**src/rtl/sorted_list_priority_queue_core_assert.svh**
```systemverilog
// Assertion macros for the sorted-list priority queue RTL.
`ifndef SORTED_LIST_PRIORITY_QUEUE_CORE_ASSERT_SVH
`define SORTED_LIST_PRIORITY_QUEUE_CORE_ASSERT_SVH

`ifndef SYNTH
// Check a property at every rising clock edge outside reset.
`define SLPQ_ASSERT(label, clk, rst_n, prop) \
    label: assert property (@(posedge clk) disable iff (!rst_n) prop) \
        else $error("%m: assertion failed");
// Check a property at every rising clock edge, reset included.
`define SLPQ_ASSERT_ALWAYS(label, clk, prop) \
    label: assert property (@(posedge clk) prop) \
        else $error("%m: assertion failed");
`else
`define SLPQ_ASSERT(label, clk, rst_n, prop)
`define SLPQ_ASSERT_ALWAYS(label, clk, prop)
`endif

`endif

```
**src/rtl/slpq_pkg.sv**
```systemverilog
// Package with types, codes and defaults of the sorted-list priority queue.
package slpq_pkg;

    localparam int CAPACITY_DEF  = 16;
    localparam int KEY_WIDTH_DEF = 32;

    localparam int KEY_FIELD_W   = 32;
    localparam int COUNT_FIELD_W = 5;
    localparam int STATUS_W      = 2;
    localparam int OUT_TDATA_W   = KEY_FIELD_W + 1 + COUNT_FIELD_W + STATUS_W;

    typedef enum logic {
        REQ_INSERT = 1'b0,
        REQ_REMOVE = 1'b1
    } t_req;

    typedef enum logic [STATUS_W-1:0] {
        ST_OK    = 2'd0,
        ST_FULL  = 2'd1,
        ST_EMPTY = 2'd2
    } t_status;

    // Control broadcast from the top level to every cell.
    typedef struct packed {
        logic ins_en;
        logic rem_en;
        logic min_first;
    } t_slpq_ctrl;

endpackage

```
**src/rtl/slpq_cell.sv**
```systemverilog
// One entry of the sorted list: holds a key and a valid bit, shifts with its neighbors.
module slpq_cell #(
    parameter int KEY_WIDTH = slpq_pkg::KEY_WIDTH_DEF
) (
    input  logic                  i_clk,
    input  logic                  i_rst_n,
    input  slpq_pkg::t_slpq_ctrl  i_ctrl,
    input  logic [KEY_WIDTH-1:0]  i_new_key,
    input  logic                  i_prev_take,
    input  logic [KEY_WIDTH-1:0]  i_prev_key,
    input  logic                  i_prev_valid,
    input  logic [KEY_WIDTH-1:0]  i_next_key,
    input  logic                  i_next_valid,
    output logic [KEY_WIDTH-1:0]  o_key,
    output logic                  o_valid,
    output logic                  o_take
);

    logic [KEY_WIDTH-1:0] r_key;
    logic [KEY_WIDTH-1:0] n_key;
    logic                 r_valid;
    logic                 n_valid;
    logic                 w_hit;
    logic                 w_take;

    // The new key goes here when it strictly precedes the stored key,
    // or into the first empty cell.
    assign w_hit  = r_valid && (i_ctrl.min_first ? (i_new_key < r_key)
                                                 : (i_new_key > r_key));
    assign w_take = w_hit || !r_valid;

    always_comb begin
        n_key   = r_key;
        n_valid = r_valid;
        if (i_ctrl.ins_en) begin
            if (i_prev_take) begin
                n_key   = i_prev_key;
                n_valid = i_prev_valid;
            end else if (w_take) begin
                n_key   = i_new_key;
                n_valid = 1'b1;
            end
        end else if (i_ctrl.rem_en) begin
            n_key   = i_next_key;
            n_valid = i_next_valid;
        end
    end

    always_ff @(posedge i_clk) begin
        if (!i_rst_n) begin
            r_valid <= 1'b0;
        end else begin
            r_valid <= n_valid;
        end
    end

    always_ff @(posedge i_clk) begin
        r_key <= n_key;
    end

    assign o_key   = r_key;
    assign o_valid = r_valid;
    assign o_take  = i_prev_take || w_take;

endmodule

```
**src/rtl/sorted_list_priority_queue_core.sv**
```systemverilog
// Top level of the sorted-list priority queue: a chain of key cells with stream ports.
//
//  channel   direction  signals                         content
//  s_axis    in         tvalid tready tdata tuser       request: key, request type
//  m_axis    out        tvalid tready tdata             result: top key, flags, count
//  cfg       in         valid ready data                order_min_first register
//
// For each request every cell compares the new key with its own in
// parallel and the insert position ripples down the chain as a prefix OR, so one
// request can be accepted per cycle while the result register is free or drained.
// Reset (synchronous, active low) clears the cell valid bits, the count and the
// result register; stored keys need no clearing. A stalled result holds the
// request port off until it is taken.
module sorted_list_priority_queue_core #(
    parameter int CAPACITY  = slpq_pkg::CAPACITY_DEF,
    parameter int KEY_WIDTH = slpq_pkg::KEY_WIDTH_DEF
) (
    input  logic                              i_clk,
    input  logic                              i_rst_n,
    // slave side request
    input  logic                              i_s_axis_tvalid,
    output logic                              o_s_axis_tready,
    input  logic [slpq_pkg::KEY_FIELD_W-1:0]  i_s_axis_tdata,  // [31:0] key
    input  logic                              i_s_axis_tuser,  // [0] req_type
    // master side result
    output logic                              o_m_axis_tvalid,
    input  logic                              i_m_axis_tready,
    // [31:0] top_key, [32] not_empty, [37:33] entry_count, [39:38] status
    output logic [slpq_pkg::OUT_TDATA_W-1:0]  o_m_axis_tdata,
    // configuration write
    input  logic                              i_cfg_valid,
    output logic                              o_cfg_ready,
    input  logic                              i_cfg_data       // [0] order_min_first
);

`include "sorted_list_priority_queue_core_assert.svh"

    localparam int CNT_W = $clog2(CAPACITY + 1);

    logic [KEY_WIDTH-1:0]  w_key  [CAPACITY];
    logic [CAPACITY-1:0]   w_valid;
    logic [CAPACITY-1:0]   w_take;
    logic [KEY_WIDTH-1:0]  w_new_key;

    logic                  r_min_first;
    logic [CNT_W-1:0]      r_count;
    logic [CNT_W-1:0]      n_count;
    logic [CNT_W-1:0]      w_count_dec;
    slpq_pkg::t_status     r_status;
    slpq_pkg::t_status     n_status;
    logic                  r_out_valid;

    logic                  w_accept;
    logic                  w_is_remove;
    logic                  w_full;
    logic                  w_empty;
    logic                  w_ins_drop;
    logic [CAPACITY-1:0]   w_valid_inc;
    slpq_pkg::t_slpq_ctrl  w_ctrl;
    logic [slpq_pkg::KEY_FIELD_W-1:0] w_top_key;

    // Take a new request whenever the result register is empty or drains now.
    assign o_s_axis_tready = !r_out_valid || i_m_axis_tready;
    assign w_accept        = i_s_axis_tvalid && o_s_axis_tready;
    assign w_is_remove     = (slpq_pkg::t_req'(i_s_axis_tuser) == slpq_pkg::REQ_REMOVE);
    assign w_new_key       = KEY_WIDTH'(i_s_axis_tdata);

    // Valid bits fill from the head, so the last and first cells tell full and empty.
    assign w_full  = w_valid[CAPACITY-1];
    assign w_empty = !w_valid[0];

    assign w_ctrl.ins_en    = w_accept && !w_is_remove && !w_full;
    assign w_ctrl.rem_en    = w_accept && w_is_remove && !w_empty;
    assign w_ctrl.min_first = r_min_first;

    assign w_ins_drop  = w_accept && !w_is_remove && w_full;
    assign w_count_dec = r_count - 1'b1;
    assign w_valid_inc = w_valid + 1'b1;

    // Build the chain: each cell sees its upstream key and take chain for
    // inserts and its downstream key for removes.
    for (genvar g = 0; g < CAPACITY; g++) begin : g_cell
        logic                 w_prev_take;
        logic [KEY_WIDTH-1:0] w_prev_key;
        logic                 w_prev_valid;
        logic [KEY_WIDTH-1:0] w_next_key;
        logic                 w_next_valid;

        if (g == 0) begin : g_head
            assign w_prev_take  = 1'b0;
            assign w_prev_key   = '0;
            assign w_prev_valid = 1'b0;
        end else begin : g_body
            assign w_prev_take  = w_take[g-1];
            assign w_prev_key   = w_key[g-1];
            assign w_prev_valid = w_valid[g-1];
        end

        if (g == CAPACITY - 1) begin : g_tail
            assign w_next_key   = '0;
            assign w_next_valid = 1'b0;
        end else begin : g_inner
            assign w_next_key   = w_key[g+1];
            assign w_next_valid = w_valid[g+1];
        end

        slpq_cell #(
            .KEY_WIDTH (KEY_WIDTH)
        ) u_cell (
            .i_clk        (i_clk),
            .i_rst_n      (i_rst_n),
            .i_ctrl       (w_ctrl),
            .i_new_key    (w_new_key),
            .i_prev_take  (w_prev_take),
            .i_prev_key   (w_prev_key),
            .i_prev_valid (w_prev_valid),
            .i_next_key   (w_next_key),
            .i_next_valid (w_next_valid),
            .o_key        (w_key[g]),
            .o_valid      (w_valid[g]),
            .o_take       (w_take[g])
        );
    end

    // Track the count and status of the request being accepted.
    always_comb begin
        n_count  = r_count;
        n_status = r_status;
        if (w_accept) begin
            if (w_is_remove) begin
                if (w_empty) begin
                    n_status = slpq_pkg::ST_EMPTY;
                end else begin
                    n_status = slpq_pkg::ST_OK;
                    n_count  = w_count_dec;
                end
            end else begin
                if (w_full) begin
                    n_status = slpq_pkg::ST_FULL;
                end else begin
                    n_status = slpq_pkg::ST_OK;
                    n_count  = r_count + 1'b1;
                end
            end
        end
    end

    always_ff @(posedge i_clk) begin
        if (!i_rst_n) begin
            r_count     <= '0;
            r_status    <= slpq_pkg::ST_OK;
            r_out_valid <= 1'b0;
            r_min_first <= 1'b0;
        end else begin
            r_count  <= n_count;
            r_status <= n_status;
            // Raise on an accepted request, drop once the result is taken.
            if (w_accept) begin
                r_out_valid <= 1'b1;
            end else if (i_m_axis_tready) begin
                r_out_valid <= 1'b0;
            end
            if (i_cfg_valid) begin
                r_min_first <= i_cfg_data;
            end
        end
    end

    assign o_cfg_ready = 1'b1;

    // The cells hold still while a result waits, so read the head directly.
    assign w_top_key       = w_valid[0] ? slpq_pkg::KEY_FIELD_W'(w_key[0]) : '0;
    assign o_m_axis_tvalid = r_out_valid;
    assign o_m_axis_tdata  = {r_status,
                              slpq_pkg::COUNT_FIELD_W'(r_count),
                              w_valid[0],
                              w_top_key};

    // The count always matches the number of occupied cells.
    `SLPQ_ASSERT(a_count_matches, i_clk, i_rst_n, r_count == CNT_W'($countones(w_valid)))
    // Occupied cells form one run starting at the head.
    `SLPQ_ASSERT(a_valid_prefix, i_clk, i_rst_n, (w_valid_inc & w_valid) == '0)
    // An insert into a full queue is flagged and leaves the count alone.
    `SLPQ_ASSERT(a_full_flag, i_clk, i_rst_n, w_ins_drop |=> r_status == slpq_pkg::ST_FULL)
    `SLPQ_ASSERT(a_full_hold, i_clk, i_rst_n, w_ins_drop |=> $stable(r_count))
    // A remove from a non-empty queue takes exactly one entry.
    `SLPQ_ASSERT(a_remove_dec, i_clk, i_rst_n, w_ctrl.rem_en |=> r_count == $past(w_count_dec))

endmodule

```
**config.mk**
```make
export PLATFORM = sky130hd
export DESIGN_NAME = sorted_list_priority_queue_core
export DESIGN_NICKNAME = d
export VERILOG_FILES = /design/src/rtl/slpq_pkg.sv /design/src/rtl/slpq_cell.sv /design/src/rtl/sorted_list_priority_queue_core.sv
export VERILOG_INCLUDE_DIRS = /design/src /design/src/rtl
export SDC_FILE = /design/constraint.sdc
export NUM_CORES = 2
export LEC_CHECK = 0
export BUFFER_PORTS_ARGS = -buffer_cell sky130_fd_sc_hd__buf_2
export CAP_MARGIN = 10
export CORE_MARGIN = 3
export CORE_UTILIZATION = 58
export DETAILED_ROUTE_END_ITERATION = 6
export PLACE_DENSITY = 0.78
export SLEW_MARGIN = 0
export SYNTH_ARGS = -nofsm -noshare
export SYNTH_HDL_FRONTEND = slang
export SYNTH_SLANG_ARGS = --single-unit
```
**constraint.sdc**
```tcl
create_clock -name i_clk -period 5.4 [get_ports i_clk]
set_input_delay 0.54 -clock i_clk [delete_from_list [all_inputs] [get_ports i_clk]]
set_output_delay 0.54 -clock i_clk [all_outputs]
set_load 0.005 [all_outputs]
```
==> impl_table.tex <==
\begin{tabular}{lr}
\hline
Metric & Value \\
\hline
\multicolumn{2}{l}{\textbf{Placement}} \\
\quad DP HPWL & between 90 and 100 mm \\
\quad Final weighted congestion in routability-driven placement & between 0.9 and 1 \\
\quad DP Worst Slack & 0.346 ns \\
\quad Placed Cells incl. Taps & around 5200 \\
\quad Port buffer count & 80 \\
\multicolumn{2}{l}{\textbf{Clock network}} \\
\quad Register clock-pin slew on the reported worst setup and hold paths & $\sim$0.06 ns \\
\quad Worst-case clock buffer depth & 3 \\
\quad Sinks on Clock Net & 537 \\
\quad Number of resized instances in the post-cts repair step & 0 \\
\quad Clock latency reported for the late side of the worst-skew pair & approximately 0.65 ns \\
\quad Clock buffers created by TritonCTS & between 60 and 70 \\
\quad Hold-fix buffer count after cts & 0 \\
\quad Clock tree from TritonCTS & built \\
\quad Setup fix buffers added after clock tree synthesis & 0 \\
\quad Root buf cell & sky130\_fd\_sc\_hd\_\_clkbuf\_16 \\
\quad CTS HTree Levels & 2 \\
\multicolumn{2}{l}{\textbf{Detailed routing}} \\
\quad Pre-antenna DRT Iters & 6 \\
\quad Mean routed wirelength per cell & between 20 and 30 microns \\
\quad Total DRC errors in the routed layout & 0 \\
\quad Via density per instance & between 6 and 7 \\
\quad Drt initial violations & a little over 5000 \\
\quad Antenna-violating nets left & 0 \\
\quad Total vias in the final route & 35937 \\
\quad Wire length after detailed routing & 134 mm \\
\multicolumn{2}{l}{\textbf{Power}} \\
\quad Power density over the cells & roughly 260 nW/um\^{}2 \\
\quad Internal power consumption & roughly 7.9 mW \\
\quad Max VDD drop & $\sim$0.24 mV \\
\quad Sequential share of power & between 40\% and 50\% \\
\quad Switching part of the total power & 30.1\% \\
\quad Clk pwr share & approximately 36\% \\
\quad Leak Pwr & approximately 19 nW \\
\quad Share of total power in combinational logic & between 10\% and 20\% \\
\quad Switching component of the power & around 3.4 mW \\
\quad Power, Total & around 11 mW \\
\multicolumn{2}{l}{\textbf{Final layout}} \\
\quad Syn-to-layout area delta & 10.0\% \\
\quad Layout net count & slightly below 5000 \\
\quad Number of inserted diodes & 0 \\
\quad Fraction of layout cells with a size suffix above 1 & under 10\% \\
\quad Sequential cell area in the final layout & between 15000 and 20000 sq um \\
\quad Number of standard cells in the layout, taps in and fillers out & $\sim$5300 \\
\quad Filler Cells Inserted & $\sim$5400 \\
\quad Multi-input gate area & around 21000 sq um \\
\multicolumn{2}{l}{\textbf{Min path}} \\
\quad Worst hold path startpoint & i\_s\_axis\_tvalid \\
\quad Instance count along the most critical hold path & 3 \\
\quad Min-Delay Endpoint & o\_m\_axis\_tvalid\$\_SDFFE\_PN0P\_ \\
\quad Worst Hold Class & input pin to flip-flop \\
\multicolumn{2}{l}{\textbf{Setup path}} \\
\quad Top delay family on crit path & simple AND/OR/NAND/NOR gates \\
\quad Source of the worst register-to-register timing path & g\_cell[4].u\_cell.o\_key[9]\$\_DFFE\_PP\_ \\
\quad Nature of the critical path startpoint & flip-flop \\
\quad Type of element capturing the critical path & flip-flop \\
\quad Cell chain of the critical path & inv\_1 -> ha\_1 -> nand4\_1 -> nor4\_1 -> o21ai\_0 -> a31oi\_1 -> mux2i\_1 -> nor3\_1 -> buf\_4 -> nor3b\_1 -> buf\_4 -> nand4\_1 -> buf\_12 -> buf\_4 -> mux2i\_1 -> o21ai\_0 \\
\quad Buf/Inv on CP & 5 \\
\quad Critical Path Max Stage Delay & 0.76 ns \\
\quad Slowest cell on the critical path & sky130\_fd\_sc\_hd\_\_nor4\_1 \\
\quad Worst endpoint data arrival time & between 5 and 6 ns \\
\quad Logic depth of the worst register-to-register path & 16 \\
\quad Crit Reg-Reg Endpoint & g\_cell[9].u\_cell.o\_key[25]\$\_DFFE\_PP\_ \\
\quad Crit path max fanout & 51 \\
\quad Most frequent CP cell & sky130\_fd\_sc\_hd\_\_buf\_4 \\
\quad Worst Path Class, Setup & flip-flop to flip-flop \\
\quad Required time of the critical path & roughly 5.8 ns \\
\quad Reg-to-reg slack, setup & approximately 0.74 ns \\
\multicolumn{2}{l}{\textbf{Floorplanning}} \\
\quad Die footprint & just over 70000 sq um \\
\quad Initial cell density of the core & between 50\% and 60\% \\
\quad Core box area & 67600 sq um \\
\quad Standard-cell rows & between 90 and 100 \\
\quad Die span in x & approximately 270 microns \\
\quad Ports & 82 \\
\quad Die Height & 268 microns \\
\multicolumn{2}{l}{\textbf{Yosys}} \\
\quad Post-synth design cell area & 39900 sq um \\
\quad Count of unique library cells instantiated by Yosys & 69 \\
\quad Most used DFF post-synth & sky130\_fd\_sc\_hd\_\_edfxtp\_1 \\
\quad Sequential cell area fraction in the yosys report & approximately two fifths \\
\quad Synthesis warning total & 0 \\
\quad Share of the synthesized area in the top cell type & around two fifths \\
\quad Number of flops mapped to enable cells by yosys & around 500 \\
\quad Cell type with the highest aggregate area in the netlist & sky130\_fd\_sc\_hd\_\_edfxtp\_1 \\
\quad Total nets after synthesis & between 4000 and 5000 \\
\quad Top area cells in the synthesized netlist & sky130\_fd\_sc\_hd\_\_edfxtp\_1 39\%, sky130\_fd\_sc\_hd\_\_ha\_1 15\%, sky130\_fd\_sc\_hd\_\_mux2i\_1 5.9\% \\
\quad Number of register bits inferred by synthesis & roughly 540 \\
\quad Post-synthesis average cell area & approximately 9.1 sq um \\
\quad Share of flip-flops with an asynchronous set or reset after synthesis & 0\% \\
\quad Post-synthesis instance total & approximately 4400 \\
\multicolumn{2}{l}{\textbf{GRT}} \\
\quad GRT overflow & 0 \\
\quad Antenna violations before repair & 1 \\
\quad Met3 layer usage reported by global route & under 10\% \\
\quad Pin count of the biggest net entering global routing & approximately 120 \\
\quad Most congested layer reported by global routing & met1 \\
\quad Global-route met1 utilization & approximately 54\% \\
\quad Vias in the first global route & about 34000 \\
\quad GR met2 Demand/Resource & between 50\% and 60\% \\
\quad Global-route wire length before repair & 204 mm \\
\quad Tot GR Track Use & a little under two fifths \\
\multicolumn{2}{l}{\textbf{Outcome}} \\
\quad Result of the run & complete, no violations \\
\multicolumn{2}{l}{\textbf{Timing}} \\
\quad Unrepaired setup endpoints after global routing & no \\
\quad Slew headroom & between 10\% and 20\% \\
\quad Total count of hold-check failures in the final report & 0 \\
\quad Final-layout worst hold slack & between 0.15 and 0.2 ns \\
\quad Final Worst Setup Slack & between 0.7 and 0.8 ns \\
\quad Aggregate negative setup slack & 0 ns \\
\quad Ratio of final minimum period to clock period & 86.2\% \\
\quad Final-report max-slew violation count & 0 \\
\quad Worst Max-Slew Pin Slew & 1.23 ns \\
\quad Fin crit period & $\sim$4.7 ns \\
\quad Largest clock skew in the final design & around 0.023 ns \\
\quad F\_max & approximately 210 MHz \\
\quad Setup-violating endpoint count in the final report & 0 \\
\multicolumn{2}{l}{\textbf{Job}} \\
\quad Number of maximum-capacitance constraint violations & 0 \\
\hline
\end{tabular}
-- worst reg2reg max path: cells and delay by family, from the launching register on --
kind | cells | cell delay, ns
buffers and inverters | 5 | 1.21
AND/OR/NAND/NOR | 5 | 1.29
multiplexers | 2 | 0.41
adder cells (fa/ha/maj) | 1 | 0.29
AO/OA/AOI/OAI | 3 | 0.74
flip-flops | 1 | 0.42
-- sequential cells by signal, indices dropped and copies added, names as in the netlist --
| name | cells |
|---|---|
| g_cell.u_cell.o_key | 512 |
| g_cell.u_cell.o_valid | 16 |
| r_count | 5 |
| r_status | 2 |
| o_m_axis_tvalid | 1 |
| r_min_first | 1 |
-- metal layers --
layer | vias up | part of all wire, % | routed length, microns
met5 | - | 0 | 0
met4 | 0 | 4.7 | 6270
met3 | 344 | 15 | 20300
met2 | 2662 | 41 | 54700
met1 | 16900 | 40 | 53100
li1 | 16031 | - | -
-- per-stage QoR --
stage,instance area (sq um),utilization (%)
after detailed placement,42000,62.0
after global placement,42000,62.0
final,43800,64.8
after global routing,43800,64.8
after CTS,43800,64.8
after floorplan,39900,-
-- cell type report --
cell class                 count  share of cell area [%]
inverter                     493                    4.22
clock buffer                  73                    3.70
sequential                   537                    36.2
clock inverter                36                   0.594
multi-input combinational   3051                    48.4
tap                          873                    2.49
timing repair buffer         251                    4.36
-- synthesized netlist by cell type (7+ instances only) --
master	n
sky130_fd_sc_hd__a31oi_1	111
sky130_fd_sc_hd__nor4_1	19
sky130_fd_sc_hd__or4_1	7
sky130_fd_sc_hd__nand4_1	164
sky130_fd_sc_hd__nand3_1	41
sky130_fd_sc_hd__a311oi_1	8
sky130_fd_sc_hd__o211ai_1	53
sky130_fd_sc_hd__and2_1	38
sky130_fd_sc_hd__a221oi_1	15
sky130_fd_sc_hd__nor2b_1	15
sky130_fd_sc_hd__a21o_1	44
sky130_fd_sc_hd__o221ai_1	37
sky130_fd_sc_hd__o21a_1	43
sky130_fd_sc_hd__a221o_1	7
sky130_fd_sc_hd__buf_1	11
sky130_fd_sc_hd__nor2_1	250
sky130_fd_sc_hd__a22oi_1	63
sky130_fd_sc_hd__edfxtp_1	512
sky130_fd_sc_hd__mux2i_1	234
sky130_fd_sc_hd__nand2_1	515
sky130_fd_sc_hd__ha_1	483
sky130_fd_sc_hd__inv_1	492
sky130_fd_sc_hd__nand2b_1	13
sky130_fd_sc_hd__a2111oi_0	7
sky130_fd_sc_hd__a41oi_1	33
sky130_fd_sc_hd__buf_2	19
sky130_fd_sc_hd__and3_1	9
sky130_fd_sc_hd__clkbuf_1	259
sky130_fd_sc_hd__or3_1	11
sky130_fd_sc_hd__o31ai_1	67
sky130_fd_sc_hd__nor3_1	24
sky130_fd_sc_hd__a21oi_1	278
sky130_fd_sc_hd__o21ai_0	384
sky130_fd_sc_hd__a211oi_1	16
sky130_fd_sc_hd__dfxtp_1	25
-- kinds of logic after synthesis --
| family | Yosys count | share of synthesized area (%) |
|---|---|---|
| xor+xnor | 4 | 0.0879 |
| other cells | 1 | 0.00941 |
| fa+ha+maj | 484 | 15.2 |
| compound gates | 1199 | 18.6 |
| simple gates | 1129 | 12.8 |
| buf+inv | 787 | 7.55 |
| mux | 234 | 5.88 |
| flops | 537 | 39.8 |
-- power groups by stage --
stage / Sequential, mW / Clock, mW / Combinational (mW)
finish: 5.15 / 4.07 / 2.12
CTS: 5.13 / 4.08 / 2.06
global route: 5.16 / 4.23 / 2.33
detailed placement: 5.22 / 0 / 2.03
global placement: 5.21 / 0 / 1.96
floorplan: 5.11 / 0 / 1.31
-- worst max path at each step --
stage	cells after the start	slack, ns	from	to
floorplan	14	0.14	i_s_axis_tdata[14]	g_cell[14].u_cell.o_key[0]$_DFFE_PP_
global placement	16	0.45	i_s_axis_tdata[27]	g_cell[9].u_cell.o_key[27]$_DFFE_PP_
detailed placement	17	0.35	i_s_axis_tdata[8]	g_cell[9].u_cell.o_key[25]$_DFFE_PP_
CTS	16	0.88	g_cell[2].u_cell.o_key[30]$_DFFE_PP_	g_cell[9].u_cell.o_key[25]$_DFFE_PP_
global route	16	0.54	g_cell[2].u_cell.o_key[30]$_DFFE_PP_	g_cell[9].u_cell.o_key[30]$_DFFE_PP_
finish	16	0.74	g_cell[4].u_cell.o_key[9]$_DFFE_PP_	g_cell[9].u_cell.o_key[25]$_DFFE_PP_
-- cells in the final DEF (no fill, tap or decap), drive strengths merged, types with 44 or more instances in the layout --
cell and n:
o31ai 67, nand4 164, a31oi 111, buf 251, mux2i 234, a21oi 278, a22oi 63, o211ai 53
ha 483, inv 494, o21ai 384, a21o 44, nand2 515, nor2 250, clkbuf 73, edfxtp 512
Note: power is estimated with default switching activity, not from simulation.
